$ cat src/uart16550_pkg.sv
// ----------------------------------------------------------------------------
// uart16550_pkg: shared types and constants for the 16550 register block
// Holds the word types, the event and register offset codes, the register bit
// positions and the queue pointer helper.
// ----------------------------------------------------------------------------
`default_nettype none

package uart16550_pkg;

  // queue geometry
  localparam int unsigned FIFO_DEPTH = 16;
  localparam int unsigned PTR_W      = $clog2(FIFO_DEPTH);
  localparam int unsigned CNT_W      = $clog2(FIFO_DEPTH + 1);
  localparam int unsigned SUM_W      = CNT_W + 1;

  typedef logic [PTR_W-1:0] ptr_t;
  typedef logic [CNT_W-1:0] cnt_t;
  typedef logic [SUM_W-1:0] sum_t;

  // event codes carried in func
  localparam logic [1:0] FUNC_READ    = 2'd0;
  localparam logic [1:0] FUNC_WRITE   = 2'd1;
  localparam logic [1:0] FUNC_LINE_RX = 2'd2;
  localparam logic [1:0] FUNC_TX_SLOT = 2'd3;

  // register offsets
  localparam logic [2:0] REG_RHR_THR = 3'd0;
  localparam logic [2:0] REG_IER     = 3'd1;
  localparam logic [2:0] REG_ISR_FCR = 3'd2;
  localparam logic [2:0] REG_LCR     = 3'd3;
  localparam logic [2:0] REG_MCR     = 3'd4;
  localparam logic [2:0] REG_LSR     = 3'd5;
  localparam logic [2:0] REG_MSR     = 3'd6;
  localparam logic [2:0] REG_SCR     = 3'd7;

  // register bit positions
  localparam int unsigned LCR_DLAB_BIT  = 7;
  localparam int unsigned LSR_DR_BIT    = 0;
  localparam int unsigned LSR_OE_BIT    = 1;
  localparam int unsigned LSR_THRE_BIT  = 5;
  localparam int unsigned LSR_TEMT_BIT  = 6;
  localparam int unsigned IER_RX_BIT    = 0;
  localparam int unsigned IER_THRE_BIT  = 1;
  localparam int unsigned FCR_EN_BIT    = 0;
  localparam int unsigned FCR_RXCLR_BIT = 1;
  localparam int unsigned FCR_TXCLR_BIT = 2;

  // interrupt identification codes
  localparam logic [7:0] ISR_FIFO_ON = 8'hC0;
  localparam logic [7:0] ISR_RX_DATA = 8'h04;
  localparam logic [7:0] ISR_THRE    = 8'h02;
  localparam logic [7:0] ISR_NONE    = 8'h01;

  typedef struct packed {
    logic [1:0] func;
    logic [2:0] addr;
    logic [7:0] wdata;
    logic [7:0] line_byte;
  } uart_in_t;

  typedef struct packed {
    logic [7:0]  rdata;
    logic        tx_valid;
    logic [7:0]  tx_byte;
    logic        irq;
    logic [15:0] baud_divisor;
    logic [1:0]  word_length;
  } uart_out_t;

  // queue index base + offs, wrapped at the queue depth (offs never exceeds depth)
  function automatic ptr_t ptr_add(ptr_t base, cnt_t offs);
    sum_t sum;
    sum = sum_t'(base) + sum_t'(offs);
    if (sum >= sum_t'(FIFO_DEPTH)) begin
      sum = sum - sum_t'(FIFO_DEPTH);
    end
    return sum[PTR_W-1:0];
  endfunction

endpackage

`default_nettype wire

$ cat src/uart_16550_register_block.sv
// ----------------------------------------------------------------------------
// uart_16550_register_block: 16550-style UART register file and data queues
// Takes one event word per cycle unless the output stalls (bus read, bus write,
// received line byte or free transmit slot) and returns one result word per event.
// ----------------------------------------------------------------------------
// usage:
// - input channel in_valid_i / in_ready_o / in_data_i carries one event word
// - output channel out_valid_o / out_ready_i / out_data_o carries one result
//   word per event, in event order
// - an accepted word sits in the input register, then the register and queue
//   update runs in one combinational pass and writes the result register
// - throughput is one word per cycle while out_ready_i takes the results; the
//   figure is set by the single pass through the register and queue update logic
// - when the receiver stalls, the finished result holds in the output
//   register and one more word is held in the input register; in_ready_o
//   then drops until the result is taken
// - reset clears the valid flags and all state registers, counts and pointers, both queues read empty;
//   queue storage itself is not cleared (only written entries are ever read)
// - fifos off: each queue holds one byte; fifos on: FIFO_DEPTH bytes
// - a full receive queue drops the line byte and flags overrun in the LSR,
//   a full transmit queue drops the THR write
// ----------------------------------------------------------------------------
`default_nettype none

module uart_16550_register_block
  import uart16550_pkg::*;
(
  input  wire logic      clk_i,
  input  wire logic      rst_ni,
  input  wire logic      in_valid_i,
  output logic           in_ready_o,
  input  wire uart_in_t  in_data_i,
  output logic           out_valid_o,
  input  wire logic      out_ready_i,
  output uart_out_t      out_data_o
);

  // input register
  logic     in_valid_q;
  uart_in_t in_q;

  // output register
  logic      out_valid_q;
  uart_out_t out_q;

  // queue storage, no reset
  logic [7:0] rx_queue_q [FIFO_DEPTH];
  logic [7:0] tx_queue_q [FIFO_DEPTH];

  // architectural state
  ptr_t       rx_head_q, rx_head_d;
  cnt_t       rx_count_q, rx_count_d;
  ptr_t       tx_head_q, tx_head_d;
  cnt_t       tx_count_q, tx_count_d;
  logic [3:0] int_enable_q, int_enable_d;
  logic [7:0] line_control_q, line_control_d;
  logic [7:0] divisor_low_q, divisor_low_d;
  logic [7:0] divisor_high_q, divisor_high_d;
  logic       fifo_on_q, fifo_on_d;
  logic       thre_pending_q, thre_pending_d;
  logic       overrun_flag_q, overrun_flag_d;

  // queue write controls
  logic       rx_we, tx_we;
  ptr_t       rx_widx, tx_widx;

  logic       advance;
  logic       dlab;
  cnt_t       capacity;
  uart_out_t  res;

  // the item in the input register moves on when the output register is free
  assign advance    = in_valid_q && (!out_valid_q || out_ready_i);
  assign in_ready_o = !in_valid_q || advance;

  assign dlab     = line_control_q[LCR_DLAB_BIT];
  assign capacity = fifo_on_q ? cnt_t'(FIFO_DEPTH) : cnt_t'(1);
  assign rx_widx  = ptr_add(rx_head_q, rx_count_q);
  assign tx_widx  = ptr_add(tx_head_q, tx_count_q);

  // single update pass for the item in the input register
  always_comb begin
    rx_head_d      = rx_head_q;
    rx_count_d     = rx_count_q;
    tx_head_d      = tx_head_q;
    tx_count_d     = tx_count_q;
    int_enable_d   = int_enable_q;
    line_control_d = line_control_q;
    divisor_low_d  = divisor_low_q;
    divisor_high_d = divisor_high_q;
    fifo_on_d      = fifo_on_q;
    thre_pending_d = thre_pending_q;
    overrun_flag_d = overrun_flag_q;
    rx_we          = 1'b0;
    tx_we          = 1'b0;
    res            = '0;

    case (in_q.func)
      FUNC_READ: begin
        case (in_q.addr)
          REG_RHR_THR: begin
            if (dlab) begin
              res.rdata = divisor_low_q;
            end else if (rx_count_q != '0) begin
              // pop the oldest received byte
              res.rdata  = rx_queue_q[rx_head_q];
              rx_head_d  = ptr_add(rx_head_q, cnt_t'(1));
              rx_count_d = rx_count_q - cnt_t'(1);
            end
          end
          REG_IER: begin
            res.rdata = dlab ? divisor_high_q : {4'b0, int_enable_q};
          end
          REG_ISR_FCR: begin
            if (int_enable_q[IER_RX_BIT] && rx_count_q != '0) begin
              res.rdata = ISR_RX_DATA;
            end else if (int_enable_q[IER_THRE_BIT] && thre_pending_q) begin
              // reporting thr empty acknowledges it
              res.rdata      = ISR_THRE;
              thre_pending_d = 1'b0;
            end else begin
              res.rdata = ISR_NONE;
            end
            if (fifo_on_q) begin
              res.rdata = res.rdata | ISR_FIFO_ON;
            end
          end
          REG_LCR: begin
            res.rdata = line_control_q;
          end
          REG_LSR: begin
            res.rdata[LSR_DR_BIT]   = (rx_count_q != '0);
            res.rdata[LSR_OE_BIT]   = overrun_flag_q;
            res.rdata[LSR_THRE_BIT] = (tx_count_q == '0);
            res.rdata[LSR_TEMT_BIT] = (tx_count_q == '0);
            overrun_flag_d          = 1'b0;
          end
          default: begin
          end
        endcase
      end

      FUNC_WRITE: begin
        case (in_q.addr)
          REG_RHR_THR: begin
            if (dlab) begin
              divisor_low_d = in_q.wdata;
            end else begin
              thre_pending_d = 1'b0;
              if (tx_count_q < capacity) begin
                tx_we      = 1'b1;
                tx_count_d = tx_count_q + cnt_t'(1);
              end
            end
          end
          REG_IER: begin
            if (dlab) begin
              divisor_high_d = in_q.wdata;
            end else begin
              // enabling thr empty with an empty queue raises it at once
              if (in_q.wdata[IER_THRE_BIT] && !int_enable_q[IER_THRE_BIT] &&
                  tx_count_q == '0) begin
                thre_pending_d = 1'b1;
              end
              int_enable_d = in_q.wdata[3:0];
            end
          end
          REG_ISR_FCR: begin
            fifo_on_d = in_q.wdata[FCR_EN_BIT];
            if ((in_q.wdata[FCR_EN_BIT] != fifo_on_q) || in_q.wdata[FCR_RXCLR_BIT]) begin
              rx_head_d  = '0;
              rx_count_d = '0;
            end
            if ((in_q.wdata[FCR_EN_BIT] != fifo_on_q) || in_q.wdata[FCR_TXCLR_BIT]) begin
              if (tx_count_q != '0) begin
                thre_pending_d = 1'b1;
              end
              tx_head_d  = '0;
              tx_count_d = '0;
            end
          end
          REG_LCR: begin
            line_control_d = in_q.wdata;
          end
          default: begin
          end
        endcase
      end

      FUNC_LINE_RX: begin
        if (rx_count_q < capacity) begin
          rx_we      = 1'b1;
          rx_count_d = rx_count_q + cnt_t'(1);
        end else begin
          overrun_flag_d = 1'b1;
        end
      end

      FUNC_TX_SLOT: begin
        if (tx_count_q != '0) begin
          res.tx_valid = 1'b1;
          res.tx_byte  = tx_queue_q[tx_head_q];
          tx_head_d    = ptr_add(tx_head_q, cnt_t'(1));
          tx_count_d   = tx_count_q - cnt_t'(1);
          if (tx_count_q == cnt_t'(1)) begin
            thre_pending_d = 1'b1;
          end
        end
      end

      default: begin
      end
    endcase

    // status reflects the state after this word
    res.irq          = (int_enable_d[IER_RX_BIT] && rx_count_d != '0) ||
                       (int_enable_d[IER_THRE_BIT] && thre_pending_d);
    res.baud_divisor = {divisor_high_d, divisor_low_d};
    res.word_length  = line_control_d[1:0];
  end

  // input register
  always_ff @(posedge clk_i or negedge rst_ni) begin
    if (!rst_ni) begin
      in_valid_q <= 1'b0;
    end else if (in_ready_o) begin
      in_valid_q <= in_valid_i;
    end
  end

  always_ff @(posedge clk_i) begin
    if (in_ready_o && in_valid_i) begin
      in_q <= in_data_i;
    end
  end

  // state registers, updated only when the word moves to the output
  always_ff @(posedge clk_i or negedge rst_ni) begin
    if (!rst_ni) begin
      rx_head_q      <= '0;
      rx_count_q     <= '0;
      tx_head_q      <= '0;
      tx_count_q     <= '0;
      int_enable_q   <= '0;
      line_control_q <= '0;
      divisor_low_q  <= '0;
      divisor_high_q <= '0;
      fifo_on_q      <= 1'b0;
      thre_pending_q <= 1'b0;
      overrun_flag_q <= 1'b0;
    end else if (advance) begin
      rx_head_q      <= rx_head_d;
      rx_count_q     <= rx_count_d;
      tx_head_q      <= tx_head_d;
      tx_count_q     <= tx_count_d;
      int_enable_q   <= int_enable_d;
      line_control_q <= line_control_d;
      divisor_low_q  <= divisor_low_d;
      divisor_high_q <= divisor_high_d;
      fifo_on_q      <= fifo_on_d;
      thre_pending_q <= thre_pending_d;
      overrun_flag_q <= overrun_flag_d;
    end
  end

  // queue storage writes
  always_ff @(posedge clk_i) begin
    if (advance && rx_we) begin
      rx_queue_q[rx_widx] <= in_q.line_byte;
    end
    if (advance && tx_we) begin
      tx_queue_q[tx_widx] <= in_q.wdata;
    end
  end

  // output register
  always_ff @(posedge clk_i or negedge rst_ni) begin
    if (!rst_ni) begin
      out_valid_q <= 1'b0;
    end else if (advance) begin
      out_valid_q <= 1'b1;
    end else if (out_ready_i) begin
      out_valid_q <= 1'b0;
    end
  end

  always_ff @(posedge clk_i) begin
    if (advance) begin
      out_q <= res;
    end
  end

  assign out_valid_o = out_valid_q;
  assign out_data_o  = out_q;

  // checks
  a_rx_count_bound: assert property (@(posedge clk_i) disable iff (!rst_ni)
    (rx_count_q <= cnt_t'(FIFO_DEPTH)) && (tx_count_q <= cnt_t'(FIFO_DEPTH)))
    else $error("queue count beyond depth");

  a_fifo_off_single: assert property (@(posedge clk_i) disable iff (!rst_ni)
    !fifo_on_q |-> (rx_count_q <= cnt_t'(1)) && (tx_count_q <= cnt_t'(1)))
    else $error("queue holds more than one byte with fifos off");

  a_advance_gives_result: assert property (@(posedge clk_i) disable iff (!rst_ni)
    advance |=> out_valid_q)
    else $error("processed word did not reach the output register");

  a_stall_only_when_full: assert property (@(posedge clk_i) disable iff (!rst_ni)
    !in_ready_o |-> (in_valid_q && out_valid_q && !out_ready_i))
    else $error("input stalled while the pipeline could move");

endmodule

`default_nettype wire

$ cat config.mk
export PLATFORM = sky130hd
export DESIGN_NAME = uart_16550_register_block
export DESIGN_NICKNAME = d
export VERILOG_FILES = /design/src/uart16550_pkg.sv /design/src/uart_16550_register_block.sv
export SDC_FILE = /design/constraint.sdc
export NUM_CORES = 1
export LEC_CHECK = 0
export ABC_CLOCK_PERIOD_IN_PS = 4100
export BUFFER_PORTS_ARGS = -buffer_cell sky130_fd_sc_hd__buf_2
export CORE_MARGIN = 1
export CORE_UTILIZATION = 27
export CTS_BUF_LIST = sky130_fd_sc_hd__clkbuf_2 sky130_fd_sc_hd__clkbuf_4 sky130_fd_sc_hd__clkbuf_8
export CTS_CLUSTER_SIZE = 14
export DETAILED_ROUTE_END_ITERATION = 12
export GPL_ROUTABILITY_DRIVEN = 1
export HOLD_SLACK_MARGIN = 0.06
export PLACE_DENSITY = 0.41
export REMOVE_ABC_BUFFERS = 1
export SETUP_SLACK_MARGIN = 0.02
export SLEW_MARGIN = 20
export SYNTH_ARGS = -nofsm -noshare
export SYNTH_HDL_FRONTEND = slang
export SYNTH_SLANG_ARGS = --single-unit
export TNS_END_PERCENT = 100
$ cat constraint.sdc
create_clock -name clk_i -period 4.1 [get_ports clk_i]
set_input_delay 0.205 -clock clk_i [delete_from_list [all_inputs] [get_ports clk_i]]
set_output_delay 0.205 -clock clk_i [all_outputs]
set_load 0.01 [all_outputs]
==> results of run 1 <==
[state kept, by name, summed over array words and instances, names as in the netlist]
name / flops
out_valid_o: 1
rx_count_q: 5
tx_queue_q: 128
divisor_low_q: 8
tx_head_q: 4
out_data_o: 36
in_valid_q: 1
rx_queue_q: 128
divisor_high_q: 8
int_enable_q: 4
in_q: 21
line_control_q: 8
rx_head_q: 4
thre_pending_q: 1
fifo_on_q: 1
overrun_flag_q: 1
tx_count_q: 5
[path summary, 6_finish.rpt]
path	cells after the start	slack [ps]	to
setup / recovery	8	660	rx_queue_q[0][0]$_DFFE_PP_
hold / removal	2	210	divisor_low_q[3]$_DFFE_PN0P_
setup reg to reg	8	660	rx_queue_q[0][0]$_DFFE_PP_
hold reg to reg	1	510	line_control_q[3]$_DFFE_PN0P_
max in group asynchronous	3	2980	tx_head_q[0]$_DFFE_PN0P_
min in group clk_i	2	300	in_q[4]$_DFFE_PP_
[routing by layer]
layer / up-vias / share of wire
met5: - / 0
met4: 0 / 0.020
met3: 59 / 0.045
met2: 197 / 0.48
met1: 4386 / 0.45
li1: 3944 / -
[cell families after synthesis]
family	after synthesis
AOI/OAI and AO/OA	134
buffers and inverters	54
xor gates and xnor gates	11
adders and majority gates	18
DFF	364
muxes	128
and+or+nand+nor	195
[worst max-delay path: cells and delay by family (launching register included)]
family / cells / cell delay, ps
AOI/OAI and AO/OA: 1 / 70
adders and majority gates: 1 / 350
buffers and inverters: 2 / 420
DFF: 1 / 460
and+or+nand+nor: 4 / 1770
[cell type report]
type	instances	area [um^2]
tap	756	946
multi-input combinational	486	4460
clock inverter	32	263
inverter	12	45.0
fill	5498	37900
clock buffer	89	1120
timing repair buffer	125	846
sequential	364	10700
[what timing repair did]
action	4_1_cts	5_1_grt
hold buffers	25	0
hold endpoints to repair	48	0
setup buffers	0	0
[metrics by stage]
step / util / cells
after detailed placement: 0.297 / 1718
final: 0.326 / 1864
after global routing: 0.326 / 1864
after floorplan: - / 862
after global placement: 0.297 / 1718
after CTS: 0.326 / 1864
[report_power, final]
| part | switching (mW) | internal [mW] | total [mW] |
|---|---|---|---|
| combinational | 1.28 | 1.03 | 2.31 |
| sequential | 0.281 | 4.24 | 4.52 |
| clock | 1.56 | 2.05 | 3.61 |
| total | 3.13 | 7.32 | 10.4 |
[cells in the final DEF, fill, tap and decap left out, types with 6 or more instances in the layout]
cell type	netlist	final
edfxtp_1	313	313
clkbuf_8	0	73
mux4_2	62	62
buf_2	9	62
nand2_1	58	58
nor2_1	49	49
dfrtp_1	51	49
mux2_2	41	41
buf_4	0	38
mux2i_1	25	25
dlygate4sd3_1	0	25
a21oi_1	24	24
o21ai_0	16	16
ha_1	16	16
clkbuf_4	0	16
and2_1	15	15
clkinv_1	1	15
nand3_1	11	11
a31oi_1	11	11
a221oi_1	10	10
inv_1	10	9
a22oi_1	9	9
clkinv_2	0	9
nand2b_1	8	8
o22ai_1	8	8
a21o_1	7	7
nand3b_1	7	7
and3_1	6	6
nor3_1	6	6
xnor2_1	6	6
o211ai_1	6	6
o221ai_1	6	6
==> metrics.yaml, run 1 <==
timing:
  postLayoutSetupSlackWorst_ps: 660
  grt_setup_unrepaired: "false"
  report.final.setup_viol: 0
  timing.slew.headroom: 0.441
  timing.clock.skew_ps: 28.3
  timing.final.crit_share: 0.839
  worst-slew-pin-transition_ps: 835
  worst_hold_slack_across_all_endpoints_ps: 210
  maxClockFrequency_ghz: 0.291
  timing.final.hold_violations: 0
  final.setup.tns_ps: 0
  final.min_clock_period_ps: 3440
  finalMaxSlewViolations: 0
pwr:
  max_ir_drop_vdd_mv: 0.212
  cellLeakagePower_nw: 6.37
  total_chip_power_mw: 10.4
  power_per_cell_area_nw_per_um2: 569
routing:
  drc: 0
  dr.first_iter.drc_count: 647
  post_drt_wl_per_cell_um: 21.2
  vias: 8586
  via_cell_ratio: 4.61
  detail_route.first_pass.iterations: 5
  drt-total-wl_mm: 39.4
  final_antenna_net_count: 0
synth:
  synthesis.area_um2: 15400
  dominant_cell_type_by_area_after_synthesis: "edfxtp_1"
  synth.yosys.seq_area_share: 0.695
  area_share_of_and_or_nand_nor_cells_after_synthesis: 0.0665
  fraction_of_registers_with_async_set_or_reset_after_synthesis: 0.140
  yosys.area.top_type_share: 0.612
  synth_xor_area_frac: 0.00627
  yosys_register_bits: 364
  ys_top_cells_by_area: "edfxtp_1 61%, mux4_2 9.1%, dfrtp_1 8.3%"
  syn-mean-instance-area_um2: 17.0
  postSynthCellCount: 904
  largest_family_of_logic_cells_by_synthesized_area: "multiplexers"
  synth_fa_ha_area_frac: 0.0156
  yosys.cell_count.top_type: "edfxtp_1"
  synth.cells.most_frequent: "313 x edfxtp_1, 62 x mux4_2, 58 x nand2_1, 51 x dfrtp_1, 49 x nor2_1"
  synth_compound_gate_area_share: 0.0639
  synth_cell_type_count: 72
  number_of_enable_type_register_cells_in_the_synthesized_netlist: 313
  proportion_of_synthesized_area_in_mux_cells: 0.137
  synth_top_flop_cell: "edfxtp_1"
  synth_warnings: 0
global_routing:
  grt.busiest_layer: "met2"
  via_count_of_the_first_global_routing_pass: 9185
  grt.total_usage: 0.141
  grt_max_degree: 51
  global_route.usage.met2: 0.231
  globalRouteMet1Util: 0.185
  grt_first_pass_wirelength_mm: 59.7
  grt_overflow_total: 0
  grt_antenna_before_repair: 0
  gr-usage-met3: 0.0310
cts:
  cts_tree: "built"
  cts.root.buffer_cell: "clkbuf_8"
  cts.sink_count: 364
  numCtsBuffers: 67
  cts.repair.resized: 0
  cts_clock_pin_slew_for_the_worst_setup_and_hold_paths_ps: 60
  clk-insertion-delay-late_ps: 620
  htreeDepth: 3
  clockBufferDepth: 3
place:
  detailedPlacementHpwl_mm: 25.7
  numPortBuffers: 62
  placed_area_um2: 16700
  post_placement_setup_slack_ps: 658
  finalWeightedCongestion: 0.772
layout:
  finish.net_count: 1099
  post_route_cells_drive_above_1_share: 0.299
  layout-area-overhead-vs-synth_pct: 19.5
  layout.cell_area.non_filler_um2: 18400
  num_antenna_cells: 0
worst_setup_path:
  timing.critical_path.from: "fifo_on_q$_DFFE_PN0P_"
  required_ps: 4340
  timing.critical_path.cells: "inv_1, ha_1, or4b_2, o41ai_2, buf_4, nand2_1, or3_1, nor2_1"
  timing_worst_setup_path_type: "reg2reg"
  critical_path.max_fanout: 11
  timing.critical_path.slowest_cell_delay_ps: 660
  reg2reg_from: "fifo_on_q$_DFFE_PN0P_"
  setup.worst_path.start_class: "register"
  worst_setup_path_end_kind: "register"
  cp_slowest_cell: "or4b_2"
  worst_ep_arrival_time_ps: 3680
die:
  floorplan.die_area_um2: 57800
  dieHeight_um: 241
  core_um2: 56300
  floorplan.io_pins: 63
  die_width_um: 241
  fp-row-count: 87
  initial_core_util: 0.273
hold_path:
  hold_removal_path_class: "in2async"
job:
  cap_viol_max_count: 0
outcome:
  outcome: "finished clean"
No activity file was read; power rests on OpenSTA's default activity.
==> run 2, diff against run 1 <==
Settings changed: ABC_CLOCK_PERIOD_IN_PS 4100 to 3600.
Clock period 4.1 ns to 3.6 ns, I/O delays scaled along.
==> metrics.yaml, run 2 (same netlist as run 1, synthesis figures left out) <==
place:
  detailedPlacementHpwl_mm: 26.7  # +3.8%
  numPortBuffers: 62  # unchanged
  placed_cells_incl_taps: 1744  # +1.5%
  post_placement_setup_slack_ps: 588  # -70.4 ps
  finalWeightedCongestion: 0.803  # +3.9%
die:
  floorplan.io_pins: 63  # unchanged
  dieHeight_um: 241  # unchanged
  core_um2: 56300  # unchanged
  fp-row-count: 87  # unchanged
  floorplan.die_area_um2: 57800  # unchanged
  die_width_um: 241  # unchanged
  initial_core_util: 0.273  # unchanged
timing:
  grt_setup_unrepaired: "false"
  timing.slew.headroom: 0.364  # -0.0776
  postLayoutSetupSlackWorst_ps: 494  # -166 ps
  final.min_clock_period_ps: 3110  # -334 ps
  timing.clock.skew_ps: 40.6  # +12.3 ps
  timing.final.crit_share: 0.863  # +0.0238
  finalMaxSlewViolations: 0  # unchanged
  maxClockFrequency_ghz: 0.322  # +11%
  report.final.setup_viol: 0  # unchanged
  worst-slew-pin-transition_ps: 951  # +116 ps
  timing.final.hold_violations: 0  # unchanged
worst_setup_path:
  worst_setup_path_end_kind: "register"
  setup.worst_path.start_class: "register"
  timing.critical_path.slowest_cell_delay_ps: 620  # -40 ps
  setup.reg_to_reg.worst_slack_ps: 490  # -170 ps
  timing_worst_setup_path_type: "reg2reg"
  cp_slowest_cell: "o41ai_2"
  timing.critical_path.cells: "inv_1, ha_1, or4b_1, o41ai_2, nand2_1, or3_1, nor2_1, buf_4"
  critical_path.max_fanout: 8  # -3
  required_ps: 3920  # -420 ps
  worst_ep_arrival_time_ps: 3430  # -250 ps
cts:
  clockBufferDepth: 3  # unchanged
  htreeDepth: 3  # unchanged
  cts.sink_count: 364  # unchanged
  cts.repair.resized: 0  # unchanged
  clk-insertion-delay-late_ps: 650  # +30 ps
  numCtsBuffers: 68  # +1.5%
  cts.root.buffer_cell: "clkbuf_8"
  cts_tree: "built"
  cts_clock_pin_slew_for_the_worst_setup_and_hold_paths_ps: 60  # about the same
pwr:
  p_int_mw: 8.26  # +13%
  clkPwrFrac: 0.338  # -0.008
  max_ir_drop_vdd_mv: 0.325  # +53%
  cellLeakagePower_nw: 6.51  # +2.1%
  power_switching_mw: 3.56  # +14%
  switching_share: 0.301  # +0.00208
  power_per_cell_area_nw_per_um2: 638  # +12%
  p_comb_frac: 0.223  # about the same
  pwr-share-seq: 0.439  # +0.006
routing:
  drt-total-wl_mm: 39.9  # +1.3%
  via_cell_ratio: 4.60  # about the same
  post_drt_wl_per_cell_um: 21.2  # about the same
  vias: 8690  # +1.2%
  final_antenna_net_count: 0  # unchanged
  drc: 0  # unchanged
  dr.first_iter.drc_count: 496  # -23%
  detail_route.first_pass.iterations: 5  # unchanged
layout:
  cell_count_final_fillers_out: 1888  # +1.3%
  area_occupied_by_multi_input_gates_um2: 4460  # unchanged
  layout.cells.most_common_list: "313 x edfxtp_1, 71 x clkbuf_8, 63 x buf_4"
  layout-area-overhead-vs-synth_pct: 20.6
  layout.filler_cells: 5484  # -0.25%
  num_antenna_cells: 0  # unchanged
  post_route_cells_drive_above_1_share: 0.317  # +0.0184
  finish.net_count: 1126  # +2.5%
  total_area_of_sequential_cells_um2: 10700  # unchanged
  layout_commonest_cell: "edfxtp_1"
outcome:
  outcome: "finished clean"
global_routing:
  grt_first_pass_wirelength_mm: 60.2  # +0.97%
  via_count_of_the_first_global_routing_pass: 9220  # +0.38%
  grt.total_usage: 0.144  # +0.00225
  grt_overflow_total: 0  # unchanged
  grt_max_degree: 40  # -22%
  grt_antenna_before_repair: 0  # unchanged
job:
  cap_viol_max_count: 0  # unchanged
hold_path:
  hold_removal_path_class: "in2async"
## run 2: cell types whose count changed in the layout (fill, tap and decap cells not counted)
cell | before | now
clkbuf_8 | 73 | 71
buf_12 | 0 | 1
clkinv_8 | 0 | 2
bufinv_16 | 4 | 2
clkinv_1 | 15 | 11
buf_4 | 38 | 63
clkinv_2 | 9 | 7
clkinvlp_4 | 3 | 1
clkbuf_4 | 16 | 23
clkinv_4 | 0 | 1
## run 2: worst max-delay path, delay by kind of cell, from the launching register on
family          cells  cell delay [ps]
compound gates      1              620
fa+ha+maj           1              240
flops               1              460
simple gates        4             1180
buf+inv             2              280
## run 2: power groups by stage
stage	Clock (mW)	Combinational, mW	Sequential (mW)
2_1_floorplan	0	1.64	5.35
3_3_place_gp	0	2.68	5.28
3_5_place_dp	0	2.66	5.29
4_1_cts	4.18	2.69	5.21
5_1_grt	4.33	2.91	5.24
6_report	3.99	2.64	5.19
## run 2: final cells by class
type / count / area share
flip-flops and latches: 364 / 0.576
multi-input cells: 486 / 0.240
clock buffers: 94 / 0.0620
repair buffers: 151 / 0.0568
well taps: 756 / 0.0510
clock inverters: 25 / 0.0110
inverters: 12 / 0.00243
## run 2: final timing paths
| path | from | endpoint | cells past startpoint |
|---|---|---|---|
| setup / recovery | fifo_on_q$_DFFE_PN0P_ | rx_queue_q[4][3]$_DFFE_PP_ | 8 |
| hold / removal | rst_ni | divisor_high_q[4]$_DFFE_PN0P_ | 2 |
| setup reg to reg | fifo_on_q$_DFFE_PN0P_ | rx_queue_q[4][3]$_DFFE_PP_ | 8 |
| hold reg to reg | line_control_q[4]$_DFFE_PN0P_ | line_control_q[4]$_DFFE_PN0P_ | 1 |
| max in group asynchronous | rst_ni | divisor_low_q[2]$_DFFE_PN0P_ | 3 |
| min in group clk_i | in_data_i[15] | in_q[15]$_DFFE_PP_ | 2 |
## run 2: stage by stage
step	instance area, um^2	TNS, ps	power [mW]	util	hold slack (ps)
2_1_floorplan	15200	-10640	6.99	-	-116
3_3_place_gp	16900	0	7.96	0.301	309
3_5_place_dp	16900	0	7.95	0.301	311
4_1_cts	18500	0	12.1	0.329	118
5_1_grt	18500	0	12.5	0.329	194
6_report	18500	0	11.8	0.329	139
## run 2: what timing repair did
action	CTS	global route
hold endpoints to repair	47	0
hold buffers	25	0
setup buffers	0	0
## run 2: metal layers
metal / wire length, um / GRT usage / part of all wire / up-vias
li1: - / - / - / 3996
met1: 18300 / 0.195 / 0.46 / 4431
met2: 18800 / 0.224 / 0.47 / 199
met3: 1660 / 0.0301 / 0.042 / 64
met4: 1170 / 0.0575 / 0.029 / 0
met5: 0 / 0 / 0 / -
